===== config.mk =====
export PLATFORM = sky130hd
export DESIGN_NAME = multichannel_adc_moving_average_scaler_unit
export DESIGN_NICKNAME = d
export VERILOG_FILES = /design/src/sv/mavg_pkg.sv /design/src/sv/mavg_ram.sv /design/src/sv/multichannel_adc_moving_average_scaler_unit.sv
export SDC_FILE = /design/constraint.sdc
export NUM_CORES = 2
export LEC_CHECK = 0
export BUFFER_PORTS_ARGS = -buffer_cell sky130_fd_sc_hd__buf_2
export CAP_MARGIN = 20
export CORE_MARGIN = 5
export CORE_UTILIZATION = 45
export CTS_CLUSTER_SIZE = 24
export DETAILED_ROUTE_END_ITERATION = 16
export PLACE_DENSITY = 0.64
export SYNTH_ARGS = -nofsm -noshare
export SYNTH_HDL_FRONTEND = slang
export SYNTH_SLANG_ARGS = --single-unit

===== constraint.sdc =====
create_clock -name i_clk -period 31.1 [get_ports i_clk]
set_input_delay 3.11 -clock i_clk [delete_from_list [all_inputs] [get_ports i_clk]]
set_output_delay 3.11 -clock i_clk [all_outputs]
set_load 0.1 [all_outputs]

===== src/sv/mavg_pkg.sv =====
// Shared constants for the multichannel ADC moving average scaler.
// Holds configuration register indexes, reset values and parameter defaults.
// No dependencies.
package mavg_pkg;

    localparam int CHANNELS_DEF    = 2;
    localparam int WINDOW_DEF      = 20;
    localparam int SAMPLE_BITS_DEF = 12;

    localparam int CFG_ADDR_W = 3;
    localparam int CFG_DATA_W = 32;

    typedef enum logic [CFG_ADDR_W-1:0] {
        CFG_ACTIVE = 3'd0,
        CFG_ABS    = 3'd1,
        CFG_GAIN0  = 3'd2,
        CFG_OFF0   = 3'd3,
        CFG_GAIN1  = 3'd4,
        CFG_OFF1   = 3'd5
    } t_cfg_idx;

    localparam logic [1:0]  ACTIVE_RESET = 2'd2;
    localparam logic [1:0]  ABS_RESET    = 2'd0;
    localparam logic [31:0] GAIN_RESET   = 32'd13517;
    localparam logic [31:0] OFF_RESET    = 32'd0;

endpackage


===== src/sv/mavg_ram.sv =====
// Generic single-write, single-read synchronous RAM with registered read data.
// No dependencies.
module mavg_ram #(
    parameter  int WIDTH = 8,
    parameter  int DEPTH = 16,
    localparam int AW    = (DEPTH > 1) ? $clog2(DEPTH) : 1
) (
    input  logic             i_clk,
    input  logic             i_we,
    input  logic [AW-1:0]    i_waddr,
    input  logic [WIDTH-1:0] i_wdata,
    input  logic [AW-1:0]    i_raddr,
    output logic [WIDTH-1:0] o_rdata
);

    logic [WIDTH-1:0] r_mem [DEPTH];
    logic [WIDTH-1:0] r_rdata;

    always_ff @(posedge i_clk) begin
        if (i_we) begin
            r_mem[i_waddr] <= i_wdata;
        end
        r_rdata <= r_mem[i_raddr];
    end

    assign o_rdata = r_rdata;

endmodule


===== src/sv/multichannel_adc_moving_average_scaler_unit.sv =====
// Top level of the multichannel ADC moving average scaler.
// Depends on mavg_pkg and mavg_ram.
// Usage:
//   Slave stream: s_axis_tuser is the channel, s_axis_tdata holds the raw
//   converter sample. Samples for a channel that is not active are dropped
//   with no result. Each active sample yields one master transaction with
//   the raw sample, its scaled value, the boxcar window mean, the scaled mean
//   and the channel's sample count.
//   Configuration: i_cfg_we writes i_cfg_data into register i_cfg_addr;
//   unknown indexes are ignored. The user writes only while the block is idle;
//   the block itself does not enforce this.
//   Processing: each sample goes through the state and window memory reads,
//   the bit-per-cycle restoring divider that forms the mean and the shared
//   multiplier used twice. The next sample is taken the cycle after the result
//   is loaded into the output register.
//   Reset: configuration returns to its reset values, all per-channel sums,
//   indexes, fill counts and sample counters read as zero at once.
//   Stall: a result waits in the output register while m_axis_tready is low;
//   a following sample is processed and holds in its final step until the
//   output register is free.
module multichannel_adc_moving_average_scaler_unit #(
    parameter int CHANNELS    = mavg_pkg::CHANNELS_DEF,
    parameter int WINDOW      = mavg_pkg::WINDOW_DEF,
    parameter int SAMPLE_BITS = mavg_pkg::SAMPLE_BITS_DEF,
    localparam int ITW = ((SAMPLE_BITS + 7) / 8) * 8,
    localparam int OTW = ((2 * SAMPLE_BITS + 96 + 7) / 8) * 8
) (
    input  logic                            i_clk,
    input  logic                            i_rst_n,
    input  logic                            s_axis_tvalid,
    output logic                            s_axis_tready,
    input  logic [ITW-1:0]                  s_axis_tdata,  // sample
    input  logic                            s_axis_tuser,  // channel
    output logic                            m_axis_tvalid,
    input  logic                            m_axis_tready,
    // raw_latest, scaled_latest, mean_raw, scaled_mean, sample_count
    output logic [OTW-1:0]                  m_axis_tdata,
    output logic                            m_axis_tuser,  // out_channel
    input  logic                            i_cfg_we,
    input  logic [mavg_pkg::CFG_ADDR_W-1:0] i_cfg_addr,
    input  logic [mavg_pkg::CFG_DATA_W-1:0] i_cfg_data
);

    localparam int IW  = (WINDOW > 1) ? $clog2(WINDOW) : 1;
    localparam int FW  = $clog2(WINDOW + 1);
    localparam int SW  = SAMPLE_BITS + $clog2(WINDOW);
    localparam int WD  = CHANNELS * WINDOW;
    localparam int AW  = (WD > 1) ? $clog2(WD) : 1;
    localparam int CW  = (CHANNELS > 1) ? $clog2(CHANNELS) : 1;
    localparam int STW = SW + IW + FW + 32;
    localparam int PW  = SAMPLE_BITS + 33;
    localparam int QW  = PW - 6;
    localparam int DCW = $clog2(SW + 1);

    typedef enum logic [2:0] {
        ST_IDLE,
        ST_RDST,
        ST_RDWIN,
        ST_DIV,
        ST_MULR,
        ST_MULM,
        ST_OUT
    } t_state;

    // configuration
    logic [1:0]  r_active;
    logic [1:0]  r_abs;
    logic [31:0] r_gain [2];
    logic [31:0] r_off  [2];

    always_ff @(posedge i_clk) begin
        if (!i_rst_n) begin
            r_active <= mavg_pkg::ACTIVE_RESET;
            r_abs    <= mavg_pkg::ABS_RESET;
            r_gain[0] <= mavg_pkg::GAIN_RESET;
            r_gain[1] <= mavg_pkg::GAIN_RESET;
            r_off[0]  <= mavg_pkg::OFF_RESET;
            r_off[1]  <= mavg_pkg::OFF_RESET;
        end else if (i_cfg_we) begin
            case (i_cfg_addr)
                mavg_pkg::CFG_ACTIVE: r_active  <= i_cfg_data[1:0];
                mavg_pkg::CFG_ABS:    r_abs     <= i_cfg_data[1:0];
                mavg_pkg::CFG_GAIN0:  r_gain[0] <= i_cfg_data;
                mavg_pkg::CFG_OFF0:   r_off[0]  <= i_cfg_data;
                mavg_pkg::CFG_GAIN1:  r_gain[1] <= i_cfg_data;
                mavg_pkg::CFG_OFF1:   r_off[1]  <= i_cfg_data;
                default: ;
            endcase
        end
    end

    t_state                 r_state;
    logic                   r_ch;
    logic [SAMPLE_BITS-1:0] r_raw;
    logic [SW-1:0]          r_sum;
    logic [IW-1:0]          r_idx;
    logic [FW-1:0]          r_fill;
    logic [31:0]            r_cnt;
    logic [AW-1:0]          r_waddr;
    logic [CHANNELS-1:0]    r_vld;
    logic [SW-1:0]          r_dvd;
    logic [FW-1:0]          r_rem;
    logic [DCW-1:0]         r_dcnt;
    logic signed [PW-1:0]   r_prod;
    logic [31:0]            r_scl_raw;

    logic                   r_o_valid;
    logic                   r_o_ch;
    logic [SAMPLE_BITS-1:0] r_o_raw;
    logic [31:0]            r_o_scl;
    logic [SAMPLE_BITS-1:0] r_o_mean;
    logic [31:0]            r_o_mscl;
    logic [31:0]            r_o_cnt;

    logic                   w_in_ch;
    logic [SAMPLE_BITS-1:0] w_in_raw;
    logic                   w_accept;
    logic                   w_act;

    logic [STW-1:0]         w_st_rdata;
    logic [STW-1:0]         w_st_cur;
    logic [SW-1:0]          w_sum;
    logic [IW-1:0]          w_idx;
    logic [FW-1:0]          w_fill;
    logic [31:0]            w_cnt;
    logic [AW-1:0]          w_base;
    logic [AW-1:0]          w_win_addr;
    logic [SAMPLE_BITS-1:0] w_old;

    logic                   w_full;
    logic [SW-1:0]          n_sum;
    logic [IW-1:0]          n_idx;
    logic [FW-1:0]          n_fill;
    logic [31:0]            n_cnt;
    logic                   w_wr;

    logic [FW:0]            w_trial;
    logic                   w_qbit;
    logic [FW-1:0]          n_rem;

    logic signed [31:0]     w_gain;
    logic signed [PW-9:0]   w_shr;
    logic signed [QW-1:0]   w_q;
    logic signed [QW-1:0]   w_qa;
    logic [31:0]            w_post;
    logic                   w_fits;
    logic                   w_out_free;

    assign w_in_ch  = s_axis_tuser;
    assign w_in_raw = s_axis_tdata[SAMPLE_BITS-1:0];
    assign s_axis_tready = (r_state == ST_IDLE);
    assign w_accept = s_axis_tvalid && s_axis_tready;
    assign w_act    = ({1'b0, w_in_ch} < r_active) && ((CHANNELS > 1) || !w_in_ch);

    // per-channel state: entries that were never written read as zero
    assign w_st_cur = r_vld[r_ch] ? w_st_rdata : '0;
    assign w_sum    = w_st_cur[SW-1:0];
    assign w_idx    = w_st_cur[SW +: IW];
    assign w_fill   = w_st_cur[SW+IW +: FW];
    assign w_cnt    = w_st_cur[SW+IW+FW +: 32];
    assign w_base   = r_ch ? AW'(WINDOW) : '0;
    assign w_win_addr = w_base + AW'(w_idx);

    always_comb begin
        w_full = (r_fill == FW'(WINDOW));
        n_sum  = w_full ? (r_sum - SW'(w_old) + SW'(r_raw)) : (r_sum + SW'(r_raw));
        n_fill = w_full ? r_fill : (r_fill + FW'(1));
        n_idx  = (r_idx == IW'(WINDOW - 1)) ? '0 : (r_idx + IW'(1));
        n_cnt  = r_cnt + 32'd1;
    end

    assign w_wr = (r_state == ST_RDWIN);

    mavg_ram #(
        .WIDTH(STW),
        .DEPTH(CHANNELS)
    ) u_state_ram (
        .i_clk  (i_clk),
        .i_we   (w_wr),
        .i_waddr(CW'(r_ch)),
        .i_wdata({n_cnt, n_fill, n_idx, n_sum}),
        .i_raddr(CW'(w_in_ch)),
        .o_rdata(w_st_rdata)
    );

    mavg_ram #(
        .WIDTH(SAMPLE_BITS),
        .DEPTH(WD)
    ) u_win_ram (
        .i_clk  (i_clk),
        .i_we   (w_wr),
        .i_waddr(r_waddr),
        .i_wdata(r_raw),
        .i_raddr(w_win_addr),
        .o_rdata(w_old)
    );

    // restoring divide step
    always_comb begin
        w_trial = {r_rem, r_dvd[SW-1]};
        w_qbit  = (w_trial >= {1'b0, r_fill});
        n_rem   = w_qbit ? FW'(w_trial - {1'b0, r_fill}) : FW'(w_trial);
    end

    // floor to Q16.16, offset, optional fold, saturate
    always_comb begin
        w_gain = $signed(r_gain[r_ch]);
        w_shr  = r_prod[PW-1:8];
        w_q    = $signed({{2{w_shr[PW-9]}}, w_shr})
               + $signed({{(QW-32){r_off[r_ch][31]}}, r_off[r_ch]});
        w_qa   = (r_abs[r_ch] && w_q[QW-1]) ? -w_q : w_q;
        w_fits = (w_qa[QW-1:31] == '0) || (w_qa[QW-1:31] == '1);
        if (w_fits) begin
            w_post = w_qa[31:0];
        end else if (w_qa[QW-1]) begin
            w_post = 32'h8000_0000;
        end else begin
            w_post = 32'h7FFF_FFFF;
        end
    end

    assign w_out_free = !r_o_valid || m_axis_tready;

    always_ff @(posedge i_clk) begin
        if (!i_rst_n) begin
            r_state   <= ST_IDLE;
            r_vld     <= '0;
            r_o_valid <= 1'b0;
        end else begin
            if (r_o_valid && m_axis_tready && (r_state != ST_OUT)) begin
                r_o_valid <= 1'b0;
            end
            case (r_state)
                ST_IDLE: begin
                    if (w_accept && w_act) begin
                        r_ch    <= w_in_ch;
                        r_raw   <= w_in_raw;
                        r_state <= ST_RDST;
                    end
                end
                ST_RDST: begin
                    r_sum   <= w_sum;
                    r_idx   <= w_idx;
                    r_fill  <= w_fill;
                    r_cnt   <= w_cnt;
                    r_waddr <= w_win_addr;
                    r_state <= ST_RDWIN;
                end
                ST_RDWIN: begin
                    r_vld[r_ch] <= 1'b1;
                    r_cnt   <= n_cnt;
                    r_fill  <= n_fill;
                    r_dvd   <= n_sum;
                    r_rem   <= '0;
                    r_dcnt  <= DCW'(SW);
                    r_state <= ST_DIV;
                end
                ST_DIV: begin
                    r_rem  <= n_rem;
                    r_dvd  <= {r_dvd[SW-2:0], w_qbit};
                    r_dcnt <= r_dcnt - DCW'(1);
                    if (r_dcnt == DCW'(1)) begin
                        r_state <= ST_MULR;
                    end
                end
                ST_MULR: begin
                    r_prod  <= $signed({1'b0, r_raw}) * w_gain;
                    r_state <= ST_MULM;
                end
                ST_MULM: begin
                    r_scl_raw <= w_post;
                    r_prod    <= $signed({1'b0, r_dvd[SAMPLE_BITS-1:0]}) * w_gain;
                    r_state   <= ST_OUT;
                end
                ST_OUT: begin
                    if (w_out_free) begin
                        r_o_valid <= 1'b1;
                        r_o_ch    <= r_ch;
                        r_o_raw   <= r_raw;
                        r_o_scl   <= r_scl_raw;
                        r_o_mean  <= r_dvd[SAMPLE_BITS-1:0];
                        r_o_mscl  <= w_post;
                        r_o_cnt   <= r_cnt;
                        r_state   <= ST_IDLE;
                    end
                end
                default: r_state <= ST_IDLE;
            endcase
        end
    end

    assign m_axis_tvalid = r_o_valid;
    assign m_axis_tuser  = r_o_ch;
    assign m_axis_tdata  = OTW'({r_o_cnt, r_o_mscl, r_o_mean, r_o_scl, r_o_raw});

`ifndef SYNTHESIS
    a_fill_range: assert property (@(posedge i_clk) disable iff (!i_rst_n)
        (r_state == ST_RDWIN) |-> (n_fill != '0) && (n_fill <= FW'(WINDOW)))
        else $error("window fill out of range");

    a_div_nonzero: assert property (@(posedge i_clk) disable iff (!i_rst_n)
        (r_state == ST_DIV) |-> (r_fill != '0))
        else $error("divide by zero fill");

    a_mean_fits: assert property (@(posedge i_clk) disable iff (!i_rst_n)
        (r_state == ST_MULR) |-> ((r_dvd >> SAMPLE_BITS) == '0))
        else $error("window mean exceeds sample range");

    a_win_addr: assert property (@(posedge i_clk) disable iff (!i_rst_n)
        (r_state == ST_RDWIN) |-> (int'(r_waddr) < WD))
        else $error("window address out of range");

    a_busy: assert property (@(posedge i_clk) disable iff (!i_rst_n)
        (w_accept && w_act) |=> !s_axis_tready)
        else $error("new sample taken while one is in work");
`endif

endmodule


; ---- Word level (Yosys, flattened, before mapping)
; Memory sizes are Yosys's and may differ from the RTL's. A register that Yosys moved wholly into a read port is not among the register bits.
; Index checks and enable logic that the tools add are counted.
[totals]
register_bits = 313
mem_bits_rw = 726
input_bits = 57
word_cells = 146
n_memories = 4
[memory_table]
columns = name, depth, width, rd, rd_clocked_by_memory_dff, write_ports, line_no
row1 = u_win_ram.r_mem, 40, 12, 1, 1, 1, mavg_ram.sv:16  ; logic [WIDTH-1:0] r_mem [DEPTH];
row2 = u_state_ram.r_mem, 2, 59, 1, 1, 1, mavg_ram.sv:16
row3 = r_gain, 2, 32, 1, 1, 2, multichannel_adc_moving_average_scaler_unit.sv:68  ; logic [31:0] r_gain [2];
row4 = r_off, 2, 32, 1, 1, 2, multichannel_adc_moving_average_scaler_unit.sv:69  ; logic [31:0] r_off [2];
[op_classes]
add_sub_neg = 11
multipliers = 2
order_cmp = 4
eq_ne = 19
n_mux = 53
bitwise = 5
n_reduce_logical = 25
[ops]
columns = operator, n
row1 = $mux W32, 6
row2 = $mul A13 B32 Y45, 2
row3 = $pmux W45 S2, 1
row4 = $pmux W32 S2, 1
row5 = $mux W59, 1
row6 = $mux W39, 1
row7 = $neg A38 Y39, 1
row8 = $add A37 B32 Y38, 1
row9 = $add A17 B12 Y17, 2
row10 = $pmux W17 S2, 1
row11 = $add A32 B1 Y32 const B, 1
row12 = $pmux W5 S2, 3
row13 = $mux W1, 29
row14 = $pmux W3 S7, 1
row15 = $mux W5, 4
row16 = $mux W17, 1
row17 = $sub A17 B12 Y17, 1
row18 = $eq A3 B3 Y1 const B, 5
row19 = $reduce_and A2 Y1, 7
row20 = $eq A3 B2 Y1 const B, 4
row21 = $add A5 B1 Y5 const B, 2
row22 = $eq A5 B5 Y1 const B, 2
row23 = $mux W3, 3
row24 = $reduce_and A3 Y1, 3
row25 = other kinds (22), 36

; ---- Depth between registers and ports, before layout
[depth]
ltp_word = 7
mapped_depth = 30
depth_no_buf = 27

; ---- Modules after synthesis
; From an unflattened synthesis, not the netlist that was laid out.
[hier_totals]
cells_unflattened = 6089
hier_area_um2 = 72604.6
[modules_own_cells]
columns = module, n_inst, cells_per_inst, area_each_um2
row1 = multichannel_adc_moving_average_scaler_unit, 1, 4839, 47842.1
row2 = mavg_ram (u_win_ram), 1, 1005, 19266.0
row3 = mavg_ram (u_state_ram), 1, 245, 5496.5

; ---- Worst setup path after synthesis
; No wires, ideal clock.
[synth_timing]
kind = input -> register
from = in i_rst_n
to = reg r_o_ch, in the netlist m_axis_tuser (enable)
setup_ns = 0.749
arrival_ns = 11.657
setup_slack_ns = 18.694
stages = 3
path_cell_list = clkbuf_1 -> nand2_1 -> nor3_1
[synth_between]
elab_chain_len = 1
[synth_rtl]
columns = item, line_no
row1 = start: declaration, multichannel_adc_moving_average_scaler_unit.sv:29  ; input logic i_rst_n,
row2 = $reduce_and A3 Y1 (no source line), -
row3 = end signal: assignment, multichannel_adc_moving_average_scaler_unit.sv:278  ; r_o_ch <= r_ch;
row4 = end: declaration, multichannel_adc_moving_average_scaler_unit.sv:108  ; logic r_o_ch;
; No other way between the ends.
; A chain may end at the register's enable or synchronous reset.

==> flow_summary_export.csv <==
group,metric,value,unit
floorplan,die_h,410,um
detailed_routing,vias_per_cell,5.40,
final_layout,num-fill-cells,13800,
synthesis,syn_nets,7154,
grt,grt_pass1_vias,47800,
synthesis,synthesis.instances,6134,
final_layout,syn_to_final_growth,10.2,%
grt,overflow,0,
final_layout,drive_above_1_share,11.4,%
sta,tns,0,ns
synthesis,ys.flop_type,"edfxtp_1",
synthesis,ys_seq_area_share,44.7,%
clock_tree,hold_buffers,0,
synthesis,avgSynthCellArea,11.7,um2
sta,period_needed,8.44,ns
floorplan,rows,146,
clock_tree,clk_pin_slew,0.06,ns
detailed_routing,drtPass1Iterations,5,
sta,rsz0062_at_grt,"false",
power_and_ir_drop,powerDensity,102,nW/um2
final_layout,nets,7296,
sta,fin_crit_sh,27.1,%
final_layout,final_common_cell,"edfxtp_1",
floorplan,io_pins,180,
clock_tree,cts_tree,"built",
power_and_ir_drop,p_leak,32.5,nW
floorplan,die_w,410,um
detailed_routing,routedWlPerCell,20.3,um
grt,track_usage,20.5,%
sta,setup_violations,0,
worst_setup_path,max_stage_delay,0.80,ns
placement,io_buffers,175,
power_and_ir_drop,ir_worst_vdd,0.000158,V
sta,hold_ws,0.404,ns
sta,finalHoldViolations,0,
power_and_ir_drop,pwr-share-seq,22.3,%
power_and_ir_drop,clockPowerShare,16.8,%
clock_tree,cts_resized,0,
floorplan,core_area,159000,um2
synthesis,synth_cell_types,91,
clock_tree,htreeDepth,3,
worst_setup_path,critPathLaunchType,"flop",
worst_setup_path,cp.required,31.50,ns
sta,maxSlewViolCount,0,
grt,antenna_found_initial,8,
power_and_ir_drop,p_sw_share,43.9,%
synthesis,synth_seq_cells,1101,
detailed_routing,vias,45600,
placement,dpl.hpwl,119,mm
clock_tree,numCtsBuffers,114,
sta,slew_headroom,27.7,%
sta,fmax,119,MHz
detailed_routing,drtIter0Drc,3486,
worst_setup_path,path_common_cell,"fa_1",
synthesis,synth_edf_count,1019,
clock_tree,root_buffer,"clkbuf_16",
synthesis,synthArstFlopShare,0,%
worst_setup_path,critPathArrivalTime,8.84,ns
job,drv_cap,0,
synthesis,syn-cell-area,72000,um2
worst_setup_path,critPathSlowestCell,"dfxtp_4",
power_and_ir_drop,p_switching,3.57,mW
detailed_routing,antenna_left,0,
clock_tree,cts_sinks,1101,
final_layout,final_cell_mix,"1,019 x edfxtp_1, 960 x inv_1, 689 x fa_1, 656 x nand2_1, 385 x and2_1",
sta,fin_skew,0.0965,ns
detailed_routing,wl,171,mm
synthesis,yosys_warnings,0,
power_and_ir_drop,fin_total_pwr,8.13,mW
worst_setup_path,path_max_fanout,51,
clock_tree,clockBufferDepth,3,
worst_setup_path,crit_path_end_kind,"flop",
placement,routabilityCongestion,0.850,
clock_tree,postCtsSetupBuffers,0,
power_and_ir_drop,internal-power,4.56,mW
outcome,status,"finished, final reports clean",
power_and_ir_drop,pwr-share-comb,60.9,%
clock_tree,clk_latency,0.74,ns
worst_setup_path,crit_type,"flop to flop",
grt,grt_max_degree,80,
detailed_routing,drcViolationCount,0,
floorplan,start_util,45.4,%
hold_path,min_path_type,"flop to flop",
sta,worst_slew_pin_slew,1.05,ns
floorplan,die_area,168000,um2
grt,grt_pass1_wl,272,mm
metal layers:
metal | share of wire [%] | GRT usage (%) | vias to the layer above
met5 | 0 | 0 | -
li1 | - | - | 20800
met1 | 42 | 27.3 | 23400
met4 | 3.1 | 6.37 | 0
met2 | 49 | 34.9 | 1271
met3 | 5.7 | 3.02 | 245
worst paths after layout:
check	start	to	slack [ns]	cells after the start
worst max-delay path	flop	r_prod[44]$_DFFE_PP_	22.66	25
worst min-delay path	u_state_ram.r_mem[1][11]$_DFFE_PP_	u_state_ram.o_rdata[11]$_DFF_P_	0.40	1
worst max register to register	flop	r_prod[44]$_DFFE_PP_	22.66	25
worst min register to register	u_state_ram.r_mem[1][11]$_DFFE_PP_	u_state_ram.o_rdata[11]$_DFF_P_	0.40	1
through the flow:
step                      instance area (um2)  util (%)  instances  worst slack, ns
after floorplan                         72000         -       6134            18.69
after detailed placement                75400      47.5       8214            22.63
after global routing                    79400      50.0       8449            22.04
after CTS                               79200      49.9       8427            22.56
final                                   79400      50.0       8451            22.66
after global placement                  75200      47.4       8200            22.60
logic make-up (layout without fill, tap and decap cells):
family | after synthesis | count (layout) | synth area share [%]
AO/OA/AOI/OAI | 723 | 723 | 6.67
buffers and inverters | 1231 | 1470 | 6.48
AND/OR/NAND/NOR | 1689 | 1689 | 11.3
other | 0 | 6 | 0
multiplexers | 262 | 262 | 4.92
adder cells (fa/ha/maj) | 963 | 963 | 23.9
flip-flops | 1101 | 1101 | 44.7
XOR/XNOR | 165 | 165 | 2.02
sequential cells by signal (all words and copies together), names as in the netlist, 5 cells and up, named ones only:
register,cells
u_win_ram.r_mem,480
u_state_ram.r_mem,118
r_gain,64
r_off,64
u_state_ram.o_rdata,59
r_prod,37
r_cnt,32
r_o_cnt,32
r_o_mscl,32
r_o_scl,32
r_scl_raw,32
r_dvd,17
r_sum,17
r_o_mean,12
r_o_raw,12
r_raw,12
u_win_ram.o_rdata,12
r_dcnt,5
r_fill,5
r_idx,5
r_rem,5
power by group through the flow:
stage	logic, mW	registers, mW	clock network [mW]
floorplan	3.60	1.84	0
global placement	4.90	1.84	0
detailed placement	4.98	1.84	0
CTS	5.02	1.81	1.40
global route	5.62	1.81	1.46
finish	4.96	1.81	1.36
critical path, delay by kind of cell (launching register included):
family | cells | cell delay [ns]
AO/OA/AOI/OAI | 9 | 2.55
XOR/XNOR | 1 | 0.23
adder cells (fa/ha/maj) | 6 | 2.85
buffers and inverters | 5 | 0.40
flip-flops | 1 | 0.80
multiplexers | 1 | 0.65
AND/OR/NAND/NOR | 3 | 0.55
cell type report:
| class | count | area [um2] | share of cell area, % |
|---|---|---|---|
| multi-input cells | 3802 | 35300 | 44.4 |
| flip-flops and latches | 1101 | 32200 | 40.6 |
| inverters | 966 | 3630 | 4.57 |
| clock buffers | 148 | 3100 | 3.91 |
| well taps | 2072 | 2590 | 3.27 |
| repair buffers | 291 | 1840 | 2.32 |
| clock inverters | 65 | 708 | 0.892 |
| diodes | 6 | 15.0 | 0.0189 |
synth_stat cells, types with 11 or more instances:
cell      instances  area (um2)
xor2_1           72         631
nor2b_1          56         350
o21bai_1         12        90.1
a31oi_1          25         156
a211oi_1         54         405
and3_1           18         113
a21oi_1         244        1220
o21a_1           32         240
or3_1            31         194
o21ai_0         103         515
nand2b_1         25         156
clkbuf_1        231         867
inv_1           960        3600
nand4_1          36         225
mux2_2          135        1520
edfxtp_1       1019       30600
ha_1            274        3430
nand3b_1         11        82.6
a311oi_1         16         140
a21boi_0         13        97.6
nor2_1          320        1200
nor3_1           44         220
o221ai_1         48         420
o211ai_1         13        97.6
mux4_2           60        1350
and2_1          386        2410
nand3_1          56         280
xnor2_1          92         806
mux2i_1          67         671
a21o_1           45         338
a22o_1           37         324
dfxtp_1          82        1640
buf_1            22        82.6
nand2_1         657        2470
fa_1            689       13800
(Power assumes the default switching activity.)
